[src/rtl/ideq_pkg.sv]
// Package with the types, codes and sizes of the indexed double-ended queue.
package ideq_pkg;

  localparam int DEPTH = 16;
  localparam int HANDLE_BITS = 16;
  localparam int IDX_W = $clog2(DEPTH);
  localparam int CNT_W = $clog2(DEPTH + 1);

  localparam logic [3:0] K_PUSH_FRONT    = 4'd0;
  localparam logic [3:0] K_PUSH_BACK     = 4'd1;
  localparam logic [3:0] K_POP_FRONT     = 4'd2;
  localparam logic [3:0] K_POP_BACK      = 4'd3;
  localparam logic [3:0] K_PEEK_FRONT    = 4'd4;
  localparam logic [3:0] K_PEEK_BACK     = 4'd5;
  localparam logic [3:0] K_PEEK_AT       = 4'd6;
  localparam logic [3:0] K_REMOVE_HANDLE = 4'd7;
  localparam logic [3:0] K_REMOVE_AT     = 4'd8;

  localparam logic [1:0] ST_OK   = 2'd0;
  localparam logic [1:0] ST_MISS = 2'd1;
  localparam logic [1:0] ST_FULL = 2'd2;

  typedef struct packed {
    logic [3:0]             kind;
    logic [HANDLE_BITS-1:0] handle;
    logic [3:0]             position;
  } req_t;

  typedef struct packed {
    logic [1:0]             status;
    logic [HANDLE_BITS-1:0] handle_out;
    logic [4:0]             occupancy;
    logic                   is_empty;
  } rsp_t;

  typedef enum logic [2:0] {
    S_IDLE,
    S_FETCH,
    S_SHIFT_DN,
    S_SHIFT_UP,
    S_PUT_FRONT
  } state_t;

endpackage

[src/rtl/indexed_double_ended_queue.sv]
// Top level of the indexed double-ended queue: slot memory and its sequencer.
//
//   Channel   Signals            Direction  Transfer
//   request   start, busy, req   in         start high and busy low at a clock edge
//   result    done, rsp          out        done high for one cycle, always taken
//
// Back pushes, front pushes to an empty queue and refused requests are answered from
// idle; peeks read their entry in the fetch state. Pops and removals fetch the entry,
// then shift each later entry toward the front. A front push to a nonempty queue shifts
// every entry up, then writes the front slot; a removal by handle scans entries until
// one matches. The slot memory has one registered read port. Reset clears the count at
// once, with no clearing pass. The receiver cannot stall; busy holds requests off.
module indexed_double_ended_queue (
  input  logic          clk,
  input  logic          rst,
  input  logic          start,
  output logic          busy,
  input  ideq_pkg::req_t req,
  output logic          done,
  output ideq_pkg::rsp_t rsp
);
  import ideq_pkg::*;

  logic [HANDLE_BITS-1:0] mem [DEPTH];
  logic [HANDLE_BITS-1:0] rdata;
  logic [IDX_W-1:0]       raddr;
  logic [IDX_W-1:0]       waddr;
  logic [HANDLE_BITS-1:0] wdata;
  logic                   we;

  state_t                 state, state_next;
  logic [CNT_W-1:0]       count, count_next;
  logic [CNT_W-1:0]       ptr, ptr_next;
  logic [HANDLE_BITS-1:0] hold, hold_next;
  logic [3:0]             kind_r;
  logic [HANDLE_BITS-1:0] handle_r;
  logic                   accept;
  logic                   emit;
  rsp_t                   rsp_next;
  logic [1:0]             st;
  logic [HANDLE_BITS-1:0] hout;

  logic [CNT_W-1:0]       ptr_p1, ptr_m1, ptr_m2, cnt_m1, req_pos;
  logic [CNT_W:0]         ptr_p2;
  logic                   is_rm, hit;

  assign busy    = (state != S_IDLE);
  assign accept  = start && !busy;
  assign ptr_p1  = ptr + CNT_W'(1);
  assign ptr_m1  = ptr - CNT_W'(1);
  assign ptr_m2  = ptr - CNT_W'(2);
  assign ptr_p2  = {1'b0, ptr} + (CNT_W+1)'(2);
  assign cnt_m1  = count - CNT_W'(1);
  assign req_pos = CNT_W'(req.position);

  assign is_rm = (kind_r == K_POP_FRONT) || (kind_r == K_POP_BACK) ||
                 (kind_r == K_REMOVE_HANDLE) || (kind_r == K_REMOVE_AT);
  assign hit   = (kind_r != K_REMOVE_HANDLE) || (rdata == handle_r);

  always_ff @(posedge clk) begin
    if (we) begin
      mem[waddr] <= wdata;
    end
    rdata <= mem[raddr];
  end

  always_ff @(posedge clk) begin
    if (rst) begin
      state <= S_IDLE;
      count <= '0;
      done  <= 1'b0;
    end else begin
      state <= state_next;
      count <= count_next;
      done  <= emit;
    end
  end

  always_ff @(posedge clk) begin
    ptr  <= ptr_next;
    hold <= hold_next;
    if (accept) begin
      kind_r   <= req.kind;
      handle_r <= req.handle;
    end
    if (emit) begin
      rsp <= rsp_next;
    end
  end

  always_comb begin
    state_next = state;
    count_next = count;
    ptr_next   = ptr;
    hold_next  = hold;
    we         = 1'b0;
    waddr      = ptr[IDX_W-1:0];
    wdata      = rdata;
    raddr      = ptr[IDX_W-1:0];
    emit       = 1'b0;
    st         = ST_MISS;
    hout       = '0;
    unique case (state)
      S_IDLE: begin
        if (accept) begin
          unique case (req.kind)
            K_PUSH_FRONT, K_PUSH_BACK: begin
              if (count == CNT_W'(DEPTH)) begin
                emit = 1'b1;
                st   = ST_FULL;
              end else if (req.kind == K_PUSH_BACK || count == '0) begin
                we         = 1'b1;
                waddr      = (req.kind == K_PUSH_BACK) ? count[IDX_W-1:0] : '0;
                wdata      = req.handle;
                count_next = count + CNT_W'(1);
                emit       = 1'b1;
                st         = ST_OK;
              end else begin
                raddr      = cnt_m1[IDX_W-1:0];
                ptr_next   = count;
                state_next = S_SHIFT_UP;
              end
            end
            K_POP_FRONT, K_PEEK_FRONT, K_REMOVE_HANDLE: begin
              if (count == '0) begin
                emit = 1'b1;
              end else begin
                raddr      = '0;
                ptr_next   = '0;
                state_next = S_FETCH;
              end
            end
            K_POP_BACK, K_PEEK_BACK: begin
              if (count == '0) begin
                emit = 1'b1;
              end else begin
                raddr      = cnt_m1[IDX_W-1:0];
                ptr_next   = cnt_m1;
                state_next = S_FETCH;
              end
            end
            K_PEEK_AT, K_REMOVE_AT: begin
              if (req_pos >= count) begin
                emit = 1'b1;
              end else begin
                raddr      = req_pos[IDX_W-1:0];
                ptr_next   = req_pos;
                state_next = S_FETCH;
              end
            end
            default: begin
              emit = 1'b1;
            end
          endcase
        end
      end
      S_FETCH: begin
        if (hit) begin
          if (!is_rm) begin
            emit       = 1'b1;
            st         = ST_OK;
            hout       = rdata;
            state_next = S_IDLE;
          end else begin
            hold_next = rdata;
            if (ptr_p1 < count) begin
              raddr      = ptr_p1[IDX_W-1:0];
              state_next = S_SHIFT_DN;
            end else begin
              count_next = cnt_m1;
              emit       = 1'b1;
              st         = ST_OK;
              hout       = rdata;
              state_next = S_IDLE;
            end
          end
        end else if (ptr_p1 < count) begin
          ptr_next = ptr_p1;
          raddr    = ptr_p1[IDX_W-1:0];
        end else begin
          emit       = 1'b1;
          state_next = S_IDLE;
        end
      end
      S_SHIFT_DN: begin
        we       = 1'b1;
        ptr_next = ptr_p1;
        if (ptr_p2 < {1'b0, count}) begin
          raddr = ptr_p2[IDX_W-1:0];
        end else begin
          count_next = cnt_m1;
          emit       = 1'b1;
          st         = ST_OK;
          hout       = hold;
          state_next = S_IDLE;
        end
      end
      S_SHIFT_UP: begin
        we       = 1'b1;
        ptr_next = ptr_m1;
        raddr    = ptr_m2[IDX_W-1:0];
        if (ptr == CNT_W'(1)) begin
          state_next = S_PUT_FRONT;
        end
      end
      S_PUT_FRONT: begin
        we         = 1'b1;
        waddr      = '0;
        wdata      = handle_r;
        count_next = count + CNT_W'(1);
        emit       = 1'b1;
        st         = ST_OK;
        state_next = S_IDLE;
      end
      default: begin
        state_next = S_IDLE;
      end
    endcase
    rsp_next.status     = st;
    rsp_next.handle_out = hout;
    rsp_next.occupancy  = 5'(count_next);
    rsp_next.is_empty   = (count_next == '0);
  end

  a_count_bound: assert property (@(posedge clk) disable iff (rst)
    count <= CNT_W'(DEPTH))
    else $error("entry count exceeds the queue depth");

  a_full_status: assert property (@(posedge clk) disable iff (rst)
    done && rsp.status == ST_FULL |-> rsp.occupancy == 5'(DEPTH))
    else $error("full status reported on a queue that is not full");

  a_miss_zero: assert property (@(posedge clk) disable iff (rst)
    done && rsp.status != ST_OK |-> rsp.handle_out == '0)
    else $error("refused request returned a nonzero handle");

  a_shift_dn_end: assert property (@(posedge clk) disable iff (rst)
    state == S_SHIFT_DN |=> state == S_SHIFT_DN || (state == S_IDLE && done))
    else $error("removal shift ended without a result transfer");

endmodule

[config.mk]
export PLATFORM = sky130hd
export DESIGN_NAME = indexed_double_ended_queue
export DESIGN_NICKNAME = d
export VERILOG_FILES = /design/src/rtl/ideq_pkg.sv /design/src/rtl/indexed_double_ended_queue.sv
export SDC_FILE = /design/constraint.sdc
export NUM_CORES = 1
export LEC_CHECK = 0
export BUFFER_PORTS_ARGS = -buffer_cell sky130_fd_sc_hd__clkbuf_2
export CAP_MARGIN = 20
export CORE_ASPECT_RATIO = 0.8
export CORE_MARGIN = 2
export CORE_UTILIZATION = 62
export DETAILED_ROUTE_END_ITERATION = 6
export GPL_TIMING_DRIVEN = 0
export HOLD_SLACK_MARGIN = 0.1
export PLACE_DENSITY = 0.8
export SLEW_MARGIN = 5
export SYNTH_ARGS = -nofsm -noshare
export SYNTH_HDL_FRONTEND = slang
export SYNTH_SLANG_ARGS = --single-unit
[constraint.sdc]
create_clock -name clk -period 5.9 [get_ports clk]
set_input_delay 1.18 -clock clk [delete_from_list [all_inputs] [get_ports clk]]
set_output_delay 1.18 -clock clk [all_outputs]
set_load 0.005 [all_outputs]
# Word level (Yosys, flattened, before mapping)
# Memories as Yosys holds them, arrays and structs flattened. A register that Yosys moved wholly into a read port is not among the register bits.
# Cells that the tools add are included.
[op_classes]
magnitude_cmp = 3
n_addsub = 6
n_eq_ne = 34
n_reduce_logical = 22
n_mux = 86
[ops]
columns = ["operator", "count"]
rows = [
  ["$mux W16", 8],
  ["$mux W5", 16],
  ["$pmux W16 S2", 2],
  ["$mux W4", 15],
  ["$pmux W5 S4", 3],
  ["$pmux W4 S4", 2],
  ["$mux W3", 9],
  ["$ne A3 B3 Y1 const B", 7],
  ["$eq A4 B3 Y1 const B", 5],
  ["$mux W1", 19],
  ["$eq A16 B16 Y1", 1],
  ["$eq A4 B2 Y1 const B", 4],
  ["$pmux W3 S4", 1],
  ["$add A5 B1 Y5 const B", 2],
  ["$logic_not A5 Y1", 2],
  ["$mux W2", 5],
  ["$ne A2 B2 Y1 const B", 5],
  ["$reduce_and A10 Y1", 1],
  ["$sub A5 B1 Y5 const B", 2],
  ["$pmux W3 S3", 1],
  ["$reduce_and A9 Y1", 1],
  ["$eq A4 B4 Y1 const B", 2],
  ["$pmux W2 S4", 1],
  ["$pmux W4 S2", 1],
  ["other kinds (28)", 36],
]
[totals]
ff_bits = 74
mem_bits_rw = 256
n_memories = 1
out_inout_bits = 26
inputBits = 27
[memory_table]
columns = ["name", "words", "width", "read_ports", "rd_clocked_by_memory_dff", "write_ports", "line", "text"]
rows = [
  ["mem", 16, 16, 1, 1, 1, "indexed_double_ended_queue.sv:24", "logic [HANDLE_BITS-1:0] mem [DEPTH];"],
]

# Longest topological paths before layout
[depth]
word_depth = 9
depth_mapped = 16
mapped_depth_nobuf = 12

# Worst setup path after synthesis
# Ideal clock, no wire load.
[synth_path]
kind = "in2reg"
from = "input req[3] (netlist name)"
to = "register rsp[0] (netlist name), enable pin"
cell_stages = 9
setup_slack_ns = 1.400
setup_time_ns = 0.440
t_required_ns = 5.460
path_buffers = 0
arrival_ns = 4.060
cell_sequence = "ha_1 > o21a_1 > o21ai_0 > a21oi_1 > or3_1 > a21oi_1 > nor2_1 > nor2_1 > o21ai_0"
[synth_via]
elab_chain_cells = 5
[synth_lines]
columns = ["element", "line", "text"]
rows = [
  ["from (decl)", "indexed_double_ended_queue.sv:18", "input ideq_pkg::req_t req,"],
  ["$ge A4 B5 Y1", "indexed_double_ended_queue.sv:143", "if (req_pos >= count) begin"],
  ["$mux W1", "indexed_double_ended_queue.sv:143", ""],
  ["$pmux W1 S3", "indexed_double_ended_queue.sv:106", "unique case (req.kind)"],
  ["$mux W1", "indexed_double_ended_queue.sv:105", "if (accept) begin"],
  ["$pmux W1 S4", "indexed_double_ended_queue.sv:103", "unique case (state)"],
  ["net emit", "indexed_double_ended_queue.sv:38", "logic emit;"],
  ["to (signal assigned)", "indexed_double_ended_queue.sv:87", "rsp <= rsp_next;"],
  ["to (decl)", "indexed_double_ended_queue.sv:20", "output ideq_pkg::rsp_t rsp"],
]
# The timed path passes the listed nets, and every way through them passes these cells.
# A chain may end at the register's enable or synchronous reset.

# Final worst setup path
[layout_path]
from = "register count[2]"
to = "register rdata[8] (read register of mem)"
[layout_via]
elab_chain_cells = 7
elab_cells_between_ends = 19
cone_classes = "add/sub (1); order compare (3); eq/ne (1); mux (12); reduce/logical (2)"
[layout_lines]
columns = ["element", "line", "text"]
rows = [
  ["from (decl)", "indexed_double_ended_queue.sv:32", "logic [CNT_W-1:0] count, count_next;"],
  ["from (signal assigned)", "indexed_double_ended_queue.sv:74", "count <= count_next;"],
  ["branches (longest 6 deep; another with $sub A5 B1 Y5)", "--", ""],
  ["$pmux W4 S4 (*)", "indexed_double_ended_queue.sv:103", ""],
  ["to (decl)", "indexed_double_ended_queue.sv:25", "logic [HANDLE_BITS-1:0] rdata;"],
]
# Every way passes the cells marked *.

==> impl_results.md <==
- Setup TNS: 0 ns
- Crit Reg-Reg Endpoint: rdata[8]$_DFF_P_
- Post-DRT Antenna Nets: 0
- Critical path capture point type: register
- FF-to-FF Start: count[2]$_SDFF_PP0_
- Syn Nets: 1117
- Initial antenna violation count: 0
- Antenna cell count: 0
- Int Power: 5.850 mW
- Worst vdd ir: 0.2976 mV
- Initial DRC count: 1406
- Nets@finish: 1222
- Core area: 0.02425 mm2
- Maximum clock rate: 204.3 MHz
- Combinational family with the most area after synthesis: multiplexers
- Hold depth: 1
- Post-CTS setup buffer count: 0
- Sequential element share of the synthesized area: 66.67%
- Peak fanout along the critical path: 10
- Register bit total from synthesis: 346
- Clk root buf: clkbuf_16
- Post-Synth Adder-Cell Area: 1.794%
- Worst-path clk slew: 0.06 ns
- Complex-gate fraction of the synthesized area: 9.568%
- R2r setup slk: 1.01 ns
- Post-Synth XOR/XNOR Area: 1.900%
- Cell Pwr Density: 555.2 mW/mm2
- Hold_sp: hold[15]$_DFFE_PP_
- Sw frac: 38.58%
- Vias: 9951
- IO Count: 53
- DRC Markers: 0
- CP startpoint kind: register
- Min Hold Slack: 0.5419 ns
- Worst EP required: 6.30 ns
- First-pass iteration count of the detailed router: 6
- Grt ovf: 0
- Largest net degree at the start of global routing: 22
- Mux cell area share after synthesis: 9.947%
- HPWL after detailed placement: 26860 um
- H-Tree Depth: 1
- Critical path class: register to register
- Top cells by area, synth: edfxtp_1 (63%), mux2i_1 (8.7%), dfxtp_1 (3.3%), nand2_1 (1.9%), ha_1 (1.7%)
- Max Root-Sink Buffers: 3
- Path depth of the worst reg2reg path: 15
- Slew margin rel.: 28.26%
- First-pass GRT wire length: 57010 um
- Final setup violation count: 0
- Fill cell total of the finished layout: 1607
- CTS sink count: 346
- P&R area growth vs syn: 12.78%
- Cell Area, Synth: 0.01521 mm2
- Final Wtd Congestion: 0.9813
- Post-DP Area: 0.01619 mm2
- Layout cell share with drive strength beyond 1: 15.43%
- Synth Area in Simple Gates: 7.725%
- Synth cell types: 69
- Post-synth top area cell: edfxtp_1
- Die width: 179.1 um
- Comb pwr share: 42.0%
- Sequential power share: 37.9%
- Clock Latency Late Sink: 0.58 ns
- Post-cts resize count: 0
- Die span in y: 144.1 um
- Setup ws final: 1.006 ns
- CP Data Arrival Time: 5.30 ns
- Starting Density: 62.72%
- # port buffers: 51
- Top-count cell post-synth: edfxtp_1
- Tcrit/Tclk final: 82.95%
- Final Max Slew Viols: 0
- Post-CTS Hold Buffers: 0
- GRT Util Overall: 30.26%
- Num CTS Buffers: 31
- Post-synth EDFFs: 321
- Post-Syn Instances: 1069
- Final hold violations: 0
- Hold Crit Class: register to register
- Switching pwr: 3.674 mW
- Async SR Flop Fraction: 0%
- Hold Path End: rsp[21]$_DFFE_PP_
- TritonCTS clock tree: done
- Via/cell ratio: 6.560
- Routed WL per cell: 25.10 um
- Die area: 0.02581 mm2
- Final setup skew: 0.02072 ns
- Post-route cell area: 0.01715 mm2
- RSZ-0062 raised after global routing: no
- Most frequent cells after synthesis: edfxtp_1 (321), mux2i_1 (132), nand2_1 (77)
- Clock period minus final worst setup slack: 4.894 ns
- Site Rows: 51
- Setup WS pre-CTS: 0.9895 ns
- Status: finished, final reports clean
- Leakage: 5.991 nW
- Clock power frac: 20.2%
- Post-synth top area share: 63.38%
- Tightest Pin Transition: 1.073 ns
- Max cap viols: 0
- Ys flop type: edfxtp_1
- Routed wire length: 38080 um
- Avg Synthesized Cell Area: 14.23 um2
- Yosys warning count: 0
- Crit path from: count[2]$_SDFF_PP0_
- Vias in the first global route: 9524
==> critical path, cell delays in order (launching register included) <==
cell	delay [ns]
dfxtp_1	0.31
clkbuf_1	0.32
clkbuf_1	0.48
inv_1	0.23
ha_1	0.33
o21a_1	0.10
o21ai_0	0.07
a21oi_1	0.58
mux2_2	0.42
nand4_1	0.32
buf_2	0.36
buf_4	0.29
mux2i_1	0.21
mux2i_1	0.12
o2111ai_1	0.33
o2111ai_1	0.22
==> power groups by stage <==
stage               Combinational, mW  Sequential (mW)  Clock [mW]
detailed placement               3.86             3.65           0
CTS                              3.90             3.60        1.92
finish                           4.00             3.61        1.92
global placement                 3.67             3.66           0
global route                     4.23             3.63        2.03
floorplan                        2.55             3.58           0
==> cells by family (layout without fill, tap and decap cells) <==
logic type,Yosys count,count (layout)
AO/OA/AOI/OAI,197,197
buffers and inverters,85,215
adder cells (fa/ha/maj),22,22
multiplexers,149,149
AND/OR/NAND/NOR,237,237
flip-flops,346,346
XOR/XNOR,33,33
==> placed cells by master (no fill, tap or decap), types with 9 or more instances in the layout <==
master     instances
edfxtp_1         321
mux2i_1          132
nand2_1           77
clkbuf_2          51
clkbuf_1          47
nand3_1           36
nor2_1            31
clkbuf_16         31
o2111ai_1         30
xnor2_1           27
dfxtp_1           25
inv_1             23
a21oi_1           23
o21ai_0           22
ha_1              21
nand3b_1          20
o22a_1            19
buf_2             18
o22ai_1           18
mux2_2            17
a22o_1            16
nor2_2            16
a31oi_1           13
nor3_1            10
buf_4              9
buf_8              9
==> final cells by class <==
class | count | area, um2 | area share, %
tap | 318 | 397.9 | 2.320
clock buffer | 49 | 873.3 | 5.092
sequential | 346 | 10140 | 59.11
clock inverter | 9 | 86.33 | 0.5033
inverter | 25 | 93.84 | 0.5471
timing repair buffer | 72 | 499.2 | 2.910
multi-input combinational | 638 | 4792 | 27.94
buffer | 60 | 270.3 | 1.576
==> stage by stage <==
step                total power, mW  util, %  cells
global placement              7.334    65.41   1438
detailed placement            7.514    66.78   1459
finish                        9.524    70.74   1517
CTS                           9.423    70.74   1517
global route                  9.898    70.74   1517
floorplan                     6.128        -   1069
==> per-layer routing <==
metal / GRT usage, % / part of all wire (%)
met5: 0 / 0
met4: 7.640 / 2.8
met3: 6.703 / 12
met2: 44.07 / 43
met1: 46.50 / 43
==> worst max path at each step <==
stage	to	slack (ns)	cells after the start
floorplan	rsp[0]$_DFFE_PP_	1.40	9
global placement	mem[2][15]$_DFFE_PP_	0.37	11
detailed placement	mem[3][15]$_DFFE_PP_	0.99	12
CTS	rdata[8]$_DFF_P_	1.14	14
global route	rdata[8]$_DFF_P_	0.79	14
finish	rdata[8]$_DFF_P_	1.01	15
==> flip-flops by register name, summed over array words and instances (netlist names), 4 cells and up <==
register,flops
count,5
handle_r,16
hold,16
kind_r,4
mem,256
ptr,5
rdata,16
rsp,24
Note: power is estimated with default switching activity, not from simulation.
